--- src/rtl/opts_pkg.sv ---
// Package for the order priority tick scheduler: payload structs, the task
// table entry layout and the operation codes. No dependencies.
`timescale 1ns / 1ps

package opts_pkg;

    localparam int CFG_W   = 5;
    localparam int SLOT_W  = 4;
    localparam int FIELD_W = 16;
    localparam int ORDER_W = 7;

    localparam logic OP_LOAD = 1'b0;
    localparam logic OP_TICK = 1'b1;

    typedef struct packed {
        logic               op;
        logic [SLOT_W-1:0]  slot;
        logic [FIELD_W-1:0] arrival;
        logic [FIELD_W-1:0] burst;
        logic [ORDER_W-1:0] order;
    } opts_in_t;

    typedef struct packed {
        logic [FIELD_W-1:0] time_now;
        logic               idle;
        logic [SLOT_W-1:0]  chosen;
        logic               finished;
        logic [FIELD_W-1:0] response;
        logic [FIELD_W-1:0] waiting;
        logic [FIELD_W-1:0] turnaround;
        logic               all_done;
    } opts_out_t;

    // Fixed-width part of one task table word; the first-run time is kept
    // next to it at the scheduler's time width.
    typedef struct packed {
        logic [FIELD_W-1:0] arrival;
        logic [FIELD_W-1:0] burst;
        logic [ORDER_W-1:0] order;
        logic [FIELD_W-1:0] remaining;
    } opts_entry_t;

endpackage

--- src/rtl/opts_task_ram.sv ---
// Task table memory: one write port and one read port with registered data.
// No package dependencies.
`timescale 1ns / 1ps

module opts_task_ram #(
    parameter int DATA_W = 87,
    parameter int DEPTH  = 16,
    parameter int ADDR_W = $clog2(DEPTH)
) (
    input  logic              aclk,
    input  logic              wr_en,
    input  logic [ADDR_W-1:0] wr_addr,
    input  logic [DATA_W-1:0] wr_data,
    input  logic [ADDR_W-1:0] rd_addr,
    output logic [DATA_W-1:0] rd_data
);

    logic [DATA_W-1:0] mem [DEPTH];

    always_ff @(posedge aclk) begin
        if (wr_en) begin
            mem[wr_addr] <= wr_data;
        end
        rd_data <= mem[rd_addr];
    end

endmodule

--- src/rtl/opts_sched_core.sv ---
// Scheduler sequencer: scans the task table one entry per cycle, updates the
// chosen entry and builds the result. Uses opts_pkg and opts_task_ram.
`timescale 1ns / 1ps

module opts_sched_core
    import opts_pkg::*;
#(
    parameter int MAX_TASKS = 16,
    parameter int TIME_BITS = 16
) (
    input  logic             aclk,
    input  logic             aresetn,
    input  logic [CFG_W-1:0] num_tasks,
    input  logic             in_valid,
    output logic             in_ready,
    input  opts_in_t         in_data,
    output logic             res_valid,
    input  logic             res_ready,
    output opts_out_t        res_data
);

    localparam int IDX_W   = $clog2(MAX_TASKS);
    localparam int CNT_W   = $clog2(MAX_TASKS + 1);
    localparam int NW      = (CNT_W > CFG_W) ? CNT_W : CFG_W;
    localparam int SW      = (IDX_W > SLOT_W) ? IDX_W : SLOT_W;
    localparam int WW      = (TIME_BITS > FIELD_W) ? TIME_BITS : FIELD_W;
    localparam int ENTRY_W = $bits(opts_entry_t);
    localparam int WORD_W  = ENTRY_W + TIME_BITS;
    localparam logic [TIME_BITS-1:0] TIME_MAX = {TIME_BITS{1'b1}};

    typedef enum logic [2:0] {
        ST_IDLE,
        ST_LOAD,
        ST_SCAN,
        ST_UPD,
        ST_RES
    } state_t;

    function automatic logic [TIME_BITS-1:0] sat_inc(input logic [TIME_BITS-1:0] t);
        sat_inc = (t == TIME_MAX) ? TIME_MAX : t + 1'b1;
    endfunction

    state_t                 state_reg;
    logic [TIME_BITS-1:0]   tick_reg;
    logic [MAX_TASKS-1:0]   done_reg;
    opts_in_t               item_reg;
    logic [NW-1:0]          n_reg;
    logic [NW-1:0]          rd_cnt_reg;
    logic                   pend_reg;
    logic [IDX_W-1:0]       pend_idx_reg;
    logic                   found_reg;
    logic [IDX_W-1:0]       best_idx_reg;
    logic [ORDER_W-1:0]     best_ord_reg;
    opts_entry_t            best_entry_reg;
    logic [TIME_BITS-1:0]   best_fr_reg;
    logic [1:0]             und_cnt_reg;
    logic                   fin_reg;
    logic [TIME_BITS-1:0]   fr_reg;
    logic [WW-1:0]          ta_reg;

    logic                   ram_we;
    logic [IDX_W-1:0]       ram_waddr;
    logic [WORD_W-1:0]      ram_wdata;
    logic [WORD_W-1:0]      ram_rdata;
    opts_entry_t            q_entry;
    logic [TIME_BITS-1:0]   q_fr;

    logic [NW-1:0]          n_lim;
    logic [SW-1:0]          slot_w;
    logic                   slot_ok;
    logic                   cand;
    logic                   scan_end;

    opts_entry_t            load_entry;
    opts_entry_t            upd_entry;
    logic                   upd_fin;
    logic [TIME_BITS-1:0]   upd_fr;
    logic [WW-1:0]          upd_ta;

    logic [WW-1:0]          t_w;
    logic [WW-1:0]          arr_w;
    logic [WW-1:0]          fr_w;
    logic [WW-1:0]          resp_w;
    logic [WW-1:0]          wait_w;
    logic [SW-1:0]          chosen_w;

    opts_task_ram #(
        .DATA_W (WORD_W),
        .DEPTH  (MAX_TASKS),
        .ADDR_W (IDX_W)
    ) u_ram (
        .aclk    (aclk),
        .wr_en   (ram_we),
        .wr_addr (ram_waddr),
        .wr_data (ram_wdata),
        .rd_addr (rd_cnt_reg[IDX_W-1:0]),
        .rd_data (ram_rdata)
    );

    assign q_entry = ram_rdata[ENTRY_W-1:0];
    assign q_fr    = ram_rdata[WORD_W-1:ENTRY_W];

    assign n_lim   = (NW'(num_tasks) > NW'(MAX_TASKS)) ? NW'(MAX_TASKS) : NW'(num_tasks);
    assign slot_w  = SW'(item_reg.slot);
    assign slot_ok = (32'(item_reg.slot) < 32'(MAX_TASKS));

    assign cand = pend_reg && (item_reg.op == OP_TICK) && !done_reg[pend_idx_reg]
                  && (WW'(q_entry.arrival) <= WW'(tick_reg));
    assign scan_end = (rd_cnt_reg == n_reg) && !pend_reg;

    always_comb begin
        load_entry           = '0;
        load_entry.arrival   = item_reg.arrival;
        load_entry.burst     = item_reg.burst;
        load_entry.order     = item_reg.order;
        load_entry.remaining = item_reg.burst;

        upd_fin   = (best_entry_reg.remaining <= FIELD_W'(1));
        upd_fr    = (best_entry_reg.remaining == best_entry_reg.burst) ? tick_reg : best_fr_reg;
        upd_ta    = WW'(sat_inc(tick_reg)) - WW'(best_entry_reg.arrival);
        upd_entry = best_entry_reg;
        upd_entry.remaining = upd_fin ? '0 : best_entry_reg.remaining - 1'b1;
    end

    always_comb begin
        ram_we    = 1'b0;
        ram_waddr = best_idx_reg;
        ram_wdata = {upd_fr, upd_entry};
        unique case (state_reg)
            ST_LOAD: begin
                ram_we    = slot_ok;
                ram_waddr = slot_w[IDX_W-1:0];
                ram_wdata = {{TIME_BITS{1'b0}}, load_entry};
            end
            ST_UPD: begin
                ram_we = 1'b1;
            end
            default: begin
                ram_we = 1'b0;
            end
        endcase
    end

    always_ff @(posedge aclk) begin
        if (!aresetn) begin
            state_reg  <= ST_IDLE;
            tick_reg   <= '0;
            done_reg   <= '1;
            pend_reg   <= 1'b0;
            rd_cnt_reg <= '0;
        end else begin
            unique case (state_reg)
                ST_IDLE: begin
                    if (in_valid) begin
                        item_reg    <= in_data;
                        n_reg       <= n_lim;
                        rd_cnt_reg  <= '0;
                        pend_reg    <= 1'b0;
                        found_reg   <= 1'b0;
                        und_cnt_reg <= '0;
                        fin_reg     <= 1'b0;
                        state_reg   <= (in_data.op == OP_TICK) ? ST_SCAN : ST_LOAD;
                    end
                end
                ST_LOAD: begin
                    if (slot_ok) begin
                        done_reg[slot_w[IDX_W-1:0]] <= 1'b0;
                    end
                    state_reg <= ST_SCAN;
                end
                ST_SCAN: begin
                    if (rd_cnt_reg != n_reg) begin
                        pend_reg     <= 1'b1;
                        pend_idx_reg <= rd_cnt_reg[IDX_W-1:0];
                        rd_cnt_reg   <= rd_cnt_reg + 1'b1;
                    end else begin
                        pend_reg <= 1'b0;
                    end
                    if (pend_reg && !done_reg[pend_idx_reg] && und_cnt_reg != 2'd2) begin
                        und_cnt_reg <= und_cnt_reg + 1'b1;
                    end
                    if (cand && (!found_reg || q_entry.order < best_ord_reg)) begin
                        found_reg      <= 1'b1;
                        best_idx_reg   <= pend_idx_reg;
                        best_ord_reg   <= q_entry.order;
                        best_entry_reg <= q_entry;
                        best_fr_reg    <= q_fr;
                    end
                    if (scan_end) begin
                        state_reg <= (item_reg.op == OP_TICK && found_reg) ? ST_UPD : ST_RES;
                    end
                end
                ST_UPD: begin
                    fin_reg <= upd_fin;
                    fr_reg  <= upd_fr;
                    ta_reg  <= upd_ta;
                    if (upd_fin) begin
                        done_reg[best_idx_reg] <= 1'b1;
                    end
                    state_reg <= ST_RES;
                end
                ST_RES: begin
                    if (res_ready) begin
                        tick_reg  <= (item_reg.op == OP_TICK) ? sat_inc(tick_reg) : '0;
                        state_reg <= ST_IDLE;
                    end
                end
                default: begin
                    state_reg <= ST_IDLE;
                end
            endcase
        end
    end

    assign in_ready  = (state_reg == ST_IDLE);
    assign res_valid = (state_reg == ST_RES);

    always_comb begin
        t_w      = WW'(tick_reg);
        arr_w    = WW'(best_entry_reg.arrival);
        fr_w     = WW'(fr_reg);
        resp_w   = (fr_w >= arr_w) ? fr_w - arr_w : '0;
        wait_w   = (ta_reg >= WW'(best_entry_reg.burst)) ? ta_reg - WW'(best_entry_reg.burst) : '0;
        chosen_w = SW'(best_idx_reg);

        res_data          = '0;
        res_data.all_done = (und_cnt_reg == 2'd0) || (fin_reg && und_cnt_reg == 2'd1);
        if (item_reg.op == OP_LOAD) begin
            res_data.idle = 1'b1;
        end else begin
            res_data.time_now = t_w[FIELD_W-1:0];
            if (!found_reg) begin
                res_data.idle = 1'b1;
            end else begin
                res_data.chosen   = chosen_w[SLOT_W-1:0];
                res_data.finished = fin_reg;
                if (fin_reg) begin
                    res_data.response   = resp_w[FIELD_W-1:0];
                    res_data.waiting    = wait_w[FIELD_W-1:0];
                    res_data.turnaround = ta_reg[FIELD_W-1:0];
                end
            end
        end
    end

    // The chosen entry is still pending when it is written back.
    a_upd_pending: assert property (@(posedge aclk) disable iff (!aresetn)
        (state_reg == ST_UPD) |-> (found_reg && !done_reg[best_idx_reg]))
        else $error("update of an entry that is not pending");

    // A read in flight only exists while the scan runs.
    a_pend_in_scan: assert property (@(posedge aclk) disable iff (!aresetn)
        pend_reg |-> (state_reg == ST_SCAN))
        else $error("table read outstanding outside the scan");

    // The scan never walks past the entries in use.
    a_scan_bound: assert property (@(posedge aclk) disable iff (!aresetn)
        (state_reg == ST_SCAN) |-> (rd_cnt_reg <= n_reg))
        else $error("scan counter beyond entries in use");

    // A tick advances time by one, saturating; a load clears it.
    a_tick_step: assert property (@(posedge aclk) disable iff (!aresetn)
        (res_valid && res_ready && item_reg.op == OP_TICK)
        |=> (tick_reg == sat_inc($past(tick_reg))))
        else $error("time counter did not advance by one");

endmodule

--- src/rtl/order_priority_tick_scheduler_top.sv ---
// Top level of the order priority tick scheduler: handshake ports, the
// num_tasks register and the result register. Uses opts_pkg, opts_sched_core.
//
//  Channel   Ports                         Direction  Transaction
//  -------   ----------------------------  ---------  ---------------------------
//  input     s_valid, s_ready, s_data      in         one load or one tick item
//  result    m_valid, m_ready, m_data      out        one result per input item
//  config    cfg_valid, cfg_ready, cfg_data in        write of num_tasks
//
// An item goes from acceptance through a scan of the n = min(num_tasks,
// MAX_TASKS) entries in use, which reads one task table entry per cycle
// through the single read port of the table memory, and then to its result.
// Reset is synchronous and active low; it marks every entry done, clears the
// time counter and sets num_tasks to one. The table contents are not cleared.
// A stalled result sits in the output register while the next item is taken.
`timescale 1ns / 1ps

module order_priority_tick_scheduler_top
    import opts_pkg::*;
#(
    parameter int MAX_TASKS = 16,
    parameter int TIME_BITS = 16
) (
    input  logic             aclk,
    input  logic             aresetn,

    input  logic             s_valid,
    output logic             s_ready,
    input  opts_in_t         s_data,

    output logic             m_valid,
    input  logic             m_ready,
    output opts_out_t        m_data,

    input  logic             cfg_valid,
    output logic             cfg_ready,
    input  logic [CFG_W-1:0] cfg_data
);

    logic [CFG_W-1:0] num_tasks_reg;
    logic             m_valid_reg;
    opts_out_t        m_data_reg;

    logic             res_valid;
    logic             res_ready;
    opts_out_t        res_data;

    // The register write is always taken; software must write it only while the
    // block has no transaction in flight, which the block itself does not enforce.
    assign cfg_ready = 1'b1;

    always_ff @(posedge aclk) begin
        if (!aresetn) begin
            num_tasks_reg <= CFG_W'(1);
        end else if (cfg_valid) begin
            num_tasks_reg <= cfg_data;
        end
    end

    opts_sched_core #(
        .MAX_TASKS (MAX_TASKS),
        .TIME_BITS (TIME_BITS)
    ) u_core (
        .aclk      (aclk),
        .aresetn   (aresetn),
        .num_tasks (num_tasks_reg),
        .in_valid  (s_valid),
        .in_ready  (s_ready),
        .in_data   (s_data),
        .res_valid (res_valid),
        .res_ready (res_ready),
        .res_data  (res_data)
    );

    // The output register takes a new result whenever it is empty or its
    // current result is being taken in the same cycle.
    assign res_ready = !m_valid_reg || m_ready;

    always_ff @(posedge aclk) begin
        if (!aresetn) begin
            m_valid_reg <= 1'b0;
        end else begin
            if (res_ready) begin
                m_valid_reg <= res_valid;
            end
            if (res_ready && res_valid) begin
                m_data_reg <= res_data;
            end
        end
    end

    assign m_valid = m_valid_reg;
    assign m_data  = m_data_reg;

endmodule

--- config.mk ---
export PLATFORM = sky130hd
export DESIGN_NAME = order_priority_tick_scheduler_top
export DESIGN_NICKNAME = d
export VERILOG_FILES = /design/src/rtl/opts_pkg.sv /design/src/rtl/opts_task_ram.sv /design/src/rtl/opts_sched_core.sv /design/src/rtl/order_priority_tick_scheduler_top.sv
export SDC_FILE = /design/constraint.sdc
export NUM_CORES = 2
export LEC_CHECK = 0
export BUFFER_PORTS_ARGS = -buffer_cell sky130_fd_sc_hd__clkbuf_2
export CAP_MARGIN = 0
export CORE_MARGIN = 10
export CORE_UTILIZATION = 33
export CTS_CLUSTER_SIZE = 30
export DETAILED_ROUTE_END_ITERATION = 8
export HOLD_SLACK_MARGIN = 0.15
export PLACE_DENSITY = 0.49
export SYNTH_ARGS = -nofsm -noshare
export SYNTH_HDL_FRONTEND = slang
export SYNTH_HIERARCHICAL = 1
export SYNTH_SLANG_ARGS = --single-unit
--- constraint.sdc ---
create_clock -name aclk -period 21.3 [get_ports aclk]
set_clock_uncertainty 0.1 [all_clocks]
set_input_delay 2.13 -clock aclk [delete_from_list [all_inputs] [get_ports aclk]]
set_output_delay 2.13 -clock aclk [all_outputs]
set_load 0.05 [all_outputs]
**Yosys cells after proc, flatten, opt, wreduce, memory -nomap -nowiden**

Memory sizes are Yosys's and may differ from the RTL's. A register that Yosys moved wholly into a read port is not among the register bits.
Cells that the tools add are included.
Widths: inputs -> output; s select.

- Magnitude comparators: 11
- Equality and inequality tests: 17
- Bitwise operators: 3
- Multiply operators: 0
- Mux-type cells: 36
- Shift operators: 0
- Divide/modulo/power cells: 0
- Add/subtract/negate cells: 7
- Reduce and logical (&&, ||, !) cells: 42

Operator list:

| kind | number |
|---|---|
| $mux 16 | 5 |
| $mux 71 | 1 |
| $sub 16x16->16 | 3 |
| $ge 16x16->1 | 2 |
| $pmux 16 s2 | 1 |
| $reduce_and 3->1 | 7 |
| $add 16x1->16 const B | 1 |
| $and 16x16->16 | 1 |
| $eq 16x16->1 | 1 |
| $eq 16x16->1 const B | 1 |
| $le 16x1->1 const B | 1 |
| $le 16x16->1 | 1 |
| $not 16->16 | 1 |
| $or 16x16->16 | 1 |
| $reduce_and 4->1 | 4 |
| $sub 16x1->16 const B | 1 |
| $lt 4x5->1 const B | 3 |
| $pmux 3 s5 | 1 |
| $logic_and 1x1->1 | 12 |
| $mux 3 | 4 |
| $ne 2x1->1 const B | 6 |
| $reduce_and 2->1 | 6 |
| $mux 1 | 10 |
| $mux 5 | 2 |
| 25 further kinds | 40 |

- Word-level logic and storage cells: 150
- Bits of input ports: 54
- Flip-flop bits (word level): 282
- Memories: 1
- RAM bits: 1,136
- Memory bits (read-only): 0
- Latch bits: 0
- Output and inout port bits: 74

Memory list:

| name | depth | bits a word | rd ports | clocked after memory_dff | write ports | line | RTL |
|---|---|---|---|---|---|---|---|
| u_core.u_ram.mem | 16 | 71 | 1 | 1 | 1 | opts_task_ram.sv:18 | `logic [DATA_W-1:0] mem [DEPTH];` |

**Logic depth before layout (Yosys ltp)**

- Depth after elaboration: 8
- Gate-level depth with buffers: 15
- Mapped depth without buffers: 14

**By module**

Netlist, hierarchy kept.

By module, submodules not included:

| module | area each (µm²) | cells each | sequential area each (µm²) | instances |
|---|---|---|---|---|
| opts_task_ram | 43,914.6 | 1,826 | 35,534.1 | 1 |
| opts_sched_core | 12,091.6 | 1,221 | 5,745.5 | 1 |
| order_priority_tick_scheduler_top | 2,384.8 | 94 | 2,252.2 | 1 |

**Worst setup path before layout**

OpenSTA, ideal clock, no wires.

- Path type: register -> register
- From: register u_core.state_reg[2]
- To: memory u_core/u_ram/mem[0][0] (netlist bit) (enable)
- Data required time: 20.613 ns
- Library setup time: 0.587 ns
- Buffers on the path: 3
- Cell stages (with the launch flop): 9
- Arrival: 6.800 ns
- Path slack: 13.812 ns
- Period minus slack after synthesis: 7.488 ns
- Path through: dfxtp_1 > clkbuf_1 > nor2b_1 > nor2b_1 > clkbuf_1 > clkbuf_1 > o21ai_0 > or3b_1 > nor3_1

- Cells in the longest elaborated chain, start to end: 5
- Elaborated cells between the ends (all ways): 7
- Classes of those cells: eq/ne (2); mux (4); reduce/logical (1)

Ends and longest elaborated chain:

| item | line | RTL |
|---|---|---|
| start, declared | opts_sched_core.sv:43 | `state_t state_reg;` |
| start signal, assigned | opts_sched_core.sv:162 | `state_reg <= (in_data.op == OP_TICK) ? ST_SCAN : ST_LOAD;` |
| start signal, assigned | opts_sched_core.sv:190 | `state_reg <= (item_reg.op == OP_TICK && found_reg) ? ST_UPD : ST_RES;` |
| $eq 3x1->1 or $eq 3x2->1 (tied branches) | opts_sched_core.sv:129 | `unique case (state_reg)` |
| $reduce_or 2->1 (no line) (*) | -- |  |
| $mux 1 (*) | opts_sched_core.sv:129 |  |
| named net u_core.ram_we | opts_sched_core.sv:61 | `logic ram_we;` |
| $mux 1 (*) | opts_task_ram.sv:21 | `if (wr_en) begin` |
| $mux 1 (implied by the code) (*) | opts_task_ram.sv:22 | `mem[wr_addr] <= wr_data;` |
| end, declared | opts_task_ram.sv:18 |  |

Mark *: on every way through the listed nets, which the timed path passes. The rest lies on a longest branch.

**Final worst setup path**

- From: register u_core.state_reg[0]
- To: memory u_core/u_ram/mem[2][48] (netlist bit) (enable)

Same word-level chain as after synthesis.

==> results_dict.tcl <==
set metrics [dict create \
    fin_crit_sh 0.232 \
    wire_per_inst_um 27.3 \
    via_count 30534 \
    cts.path.max_buffers 3 \
    worst_slack_ps 16360 \
    status "completed" \
    final_util 0.383 \
    cts_tree "done" \
    clock_latency_ps 800 \
    cts_buffers 157 \
    slew_headroom 0.135 \
    h-tree-depth 4 \
    track_usage 0.163 \
    synth_flop_cell "edfxtp_1" \
    grt_max_degree 72 \
    fillerInstances 16170 \
    antenna_found_initial 3 \
    yosysTopAreaCell "edfxtp_1" \
    cp-end-kind "flip-flop" \
    drive_above_1_share 0.229 \
    clkSinkCount 1489 \
    grt_pass1_vias 30985 \
    setup_viol 0 \
    cts_resized 0 \
    worstHoldStart "u_core/u_ram/rd_data[0]" \
    max_freq_mhz 202 \
    overflow 0 \
    drt_wl_total_um 160000 \
    rsz0062_at_grt "no" \
    finalWeightedCongestion 0.798 \
    grt_pass1_wl_um 230000 \
    hold_viol_final 0 \
    cts_setup_buffers 0 \
    drcViolationCount 0 \
    ir_worst_vdd_uv 65.9 \
    p_per_area_mw_per_mm2 96.4 \
    finalSetupTns_ps 0 \
    synth_enable_flop_cells 1371 \
    netlist_area_mm2 0.0584 \
    nets 3526 \
    worst_slew_pin_slew_ps 1290 \
    dp_worst_setup_slack_ps 16090 \
    yosys.cell_count.top_type "edfxtp_1" \
    area.growth.synth_to_final_pct 15.6 \
    cts_hold_buf 0 \
    place_hpwl_um 96000 \
    finalCriticalPeriod_ps 4940 \
    clk_pin_slew_ps 60 \
    stdcell_area_mm2 0.0675 \
    dieWidth_um 441 \
    ctsRootBufferMaster "clkbuf_16" \
    start_util 0.332 \
    synth_common_cells "edfxtp_1 (1371), mux4_2 (289), nand2_1 (199)" \
    placed_area_mm2 0.0622 \
    largest_reg_flops 1136 \
    worstPathArrival_ps 5260 \
    firstDrtPassIters 5 \
    cp.required_ps 21620 \
    rows 154 \
    max_cap_viol_count 0 \
    synth_top_area_frac 0.705 \
    maxSlewViolCount 0 \
    vias_per_cell 5.20 \
    total_leakage_power_nw 21.7 \
    cp-startpoint "u_core/state_reg[0]" \
    syn_inst 3141 \
    critPathMaxFanout 41 \
    yosys_register_bits 1489 \
    drtAntennaViolNets 0 \
    synth.top_cells.by_area "edfxtp_1 (71%), mux4_2 (11%), dfxtp_1 (4.0%)" \
    boundaryPins 128 \
    drt_iter0_markers 2769 \
    r2r-start "u_core/state_reg[0]" \
    criticalPathCategory "flip-flop to flip-flop" \
    io_buffers 126 \
    post_synth_num_cell_types 77 \
    ys_async_sr_fraction 0 \
    die_h_um 441 \
    worstSetupStartpointType "flip-flop" \
    synth_nets 3274 \
    synth_warnings 6 \
    yosysSeqAreaShare 0.746 \
    coreArea_mm2 0.176 \
    avgSynthCellArea_um2 18.6 \
    die-area_mm2 0.194 \
    hold_path_class "flip-flop to flip-flop" \
]
-- per-stage QoR --
| step | hold WS, ps | cells | power, mW |
|---|---|---|---|
| global route | 306 | 5870 | 6.73 |
| CTS | 303 | 5870 | 6.58 |
| floorplan | 286 | 3141 | 3.64 |
| detailed placement | 289 | 5574 | 3.78 |
| global placement | 288 | 5574 | 3.77 |
| finish | 302 | 5873 | 6.51 |
-- final timing paths --
| kind | endpoint | slack [ps] | depth (start not counted) |
|---|---|---|---|
| min reg2reg | u_core/best_entry_reg[0] | 300 | 0 |
| min | u_core/best_entry_reg[0] | 300 | 0 |
| max | u_core/u_ram/mem[2][48] | 16360 | 8 |
| max reg2reg | u_core/u_ram/mem[2][48] | 16360 | 8 |
-- routing by layer --
layer  up-vias  wire (um)  GRT usage
met5         -         13          0
li1      13128          -          -
met3       209       9040     0.0275
met2       896      74700      0.256
met1     16299      73100      0.234
met4         2       3340     0.0421
-- cell families after synthesis --
group,count (synthesis),share of synthesized area
and+or+nand+nor,547,0.0462
other,1,0.0000642
xor gates and xnor gates,67,0.0100
AOI/OAI and AO/OA,438,0.0502
DFF,1489,0.746
buffers and inverters,220,0.0172
muxes,300,0.113
adders and majority gates,79,0.0173
-- final cells by class --
cell class                      instances  area, um^2  share of cell area
Antenna cell                            3        7.51            0.000111
Clock buffer                          219        4480              0.0663
Timing Repair Buffer                  231        1430              0.0212
Clock inverter                         77         815              0.0121
Tap cell                             2340        2930              0.0434
Multi-Input combinational cell       1432       14000               0.208
Inverter                               82         308             0.00456
Sequential cell                      1489       43500               0.645
-- cells in the final DEF, fill, tap and decap left out, types with 82 or more instances in the layout --
cell / netlist / routed
a22oi_1: 155 / 155
buf_4: 10 / 104
clkbuf_16: 0 / 163
clkbuf_2: 0 / 126
dfxtp_1: 118 / 116
edfxtp_1: 1371 / 1371
inv_1: 82 / 82
mux4_2: 289 / 289
nand2_1: 199 / 199
o21ai_0: 120 / 112
-- power breakdown --
group	internal (mW)	leakage, nW	switching, mW
Sequential	3.26	13.4	0.0366
Combinational	0.169	5.77	0.239
Clock	1.64	2.61	1.16
Total	5.07	21.7	1.44
-- critical path: stages, from the launching register on --
cell	delay [ps]
dfxtp_1	510
nor2b_1	410
nor2b_4	630
buf_4	480
o21ai_0	260
or3b_1	580
nor2_4	120
buf_4	720
buf_4	660
Power figures use the tool's default switching activity.
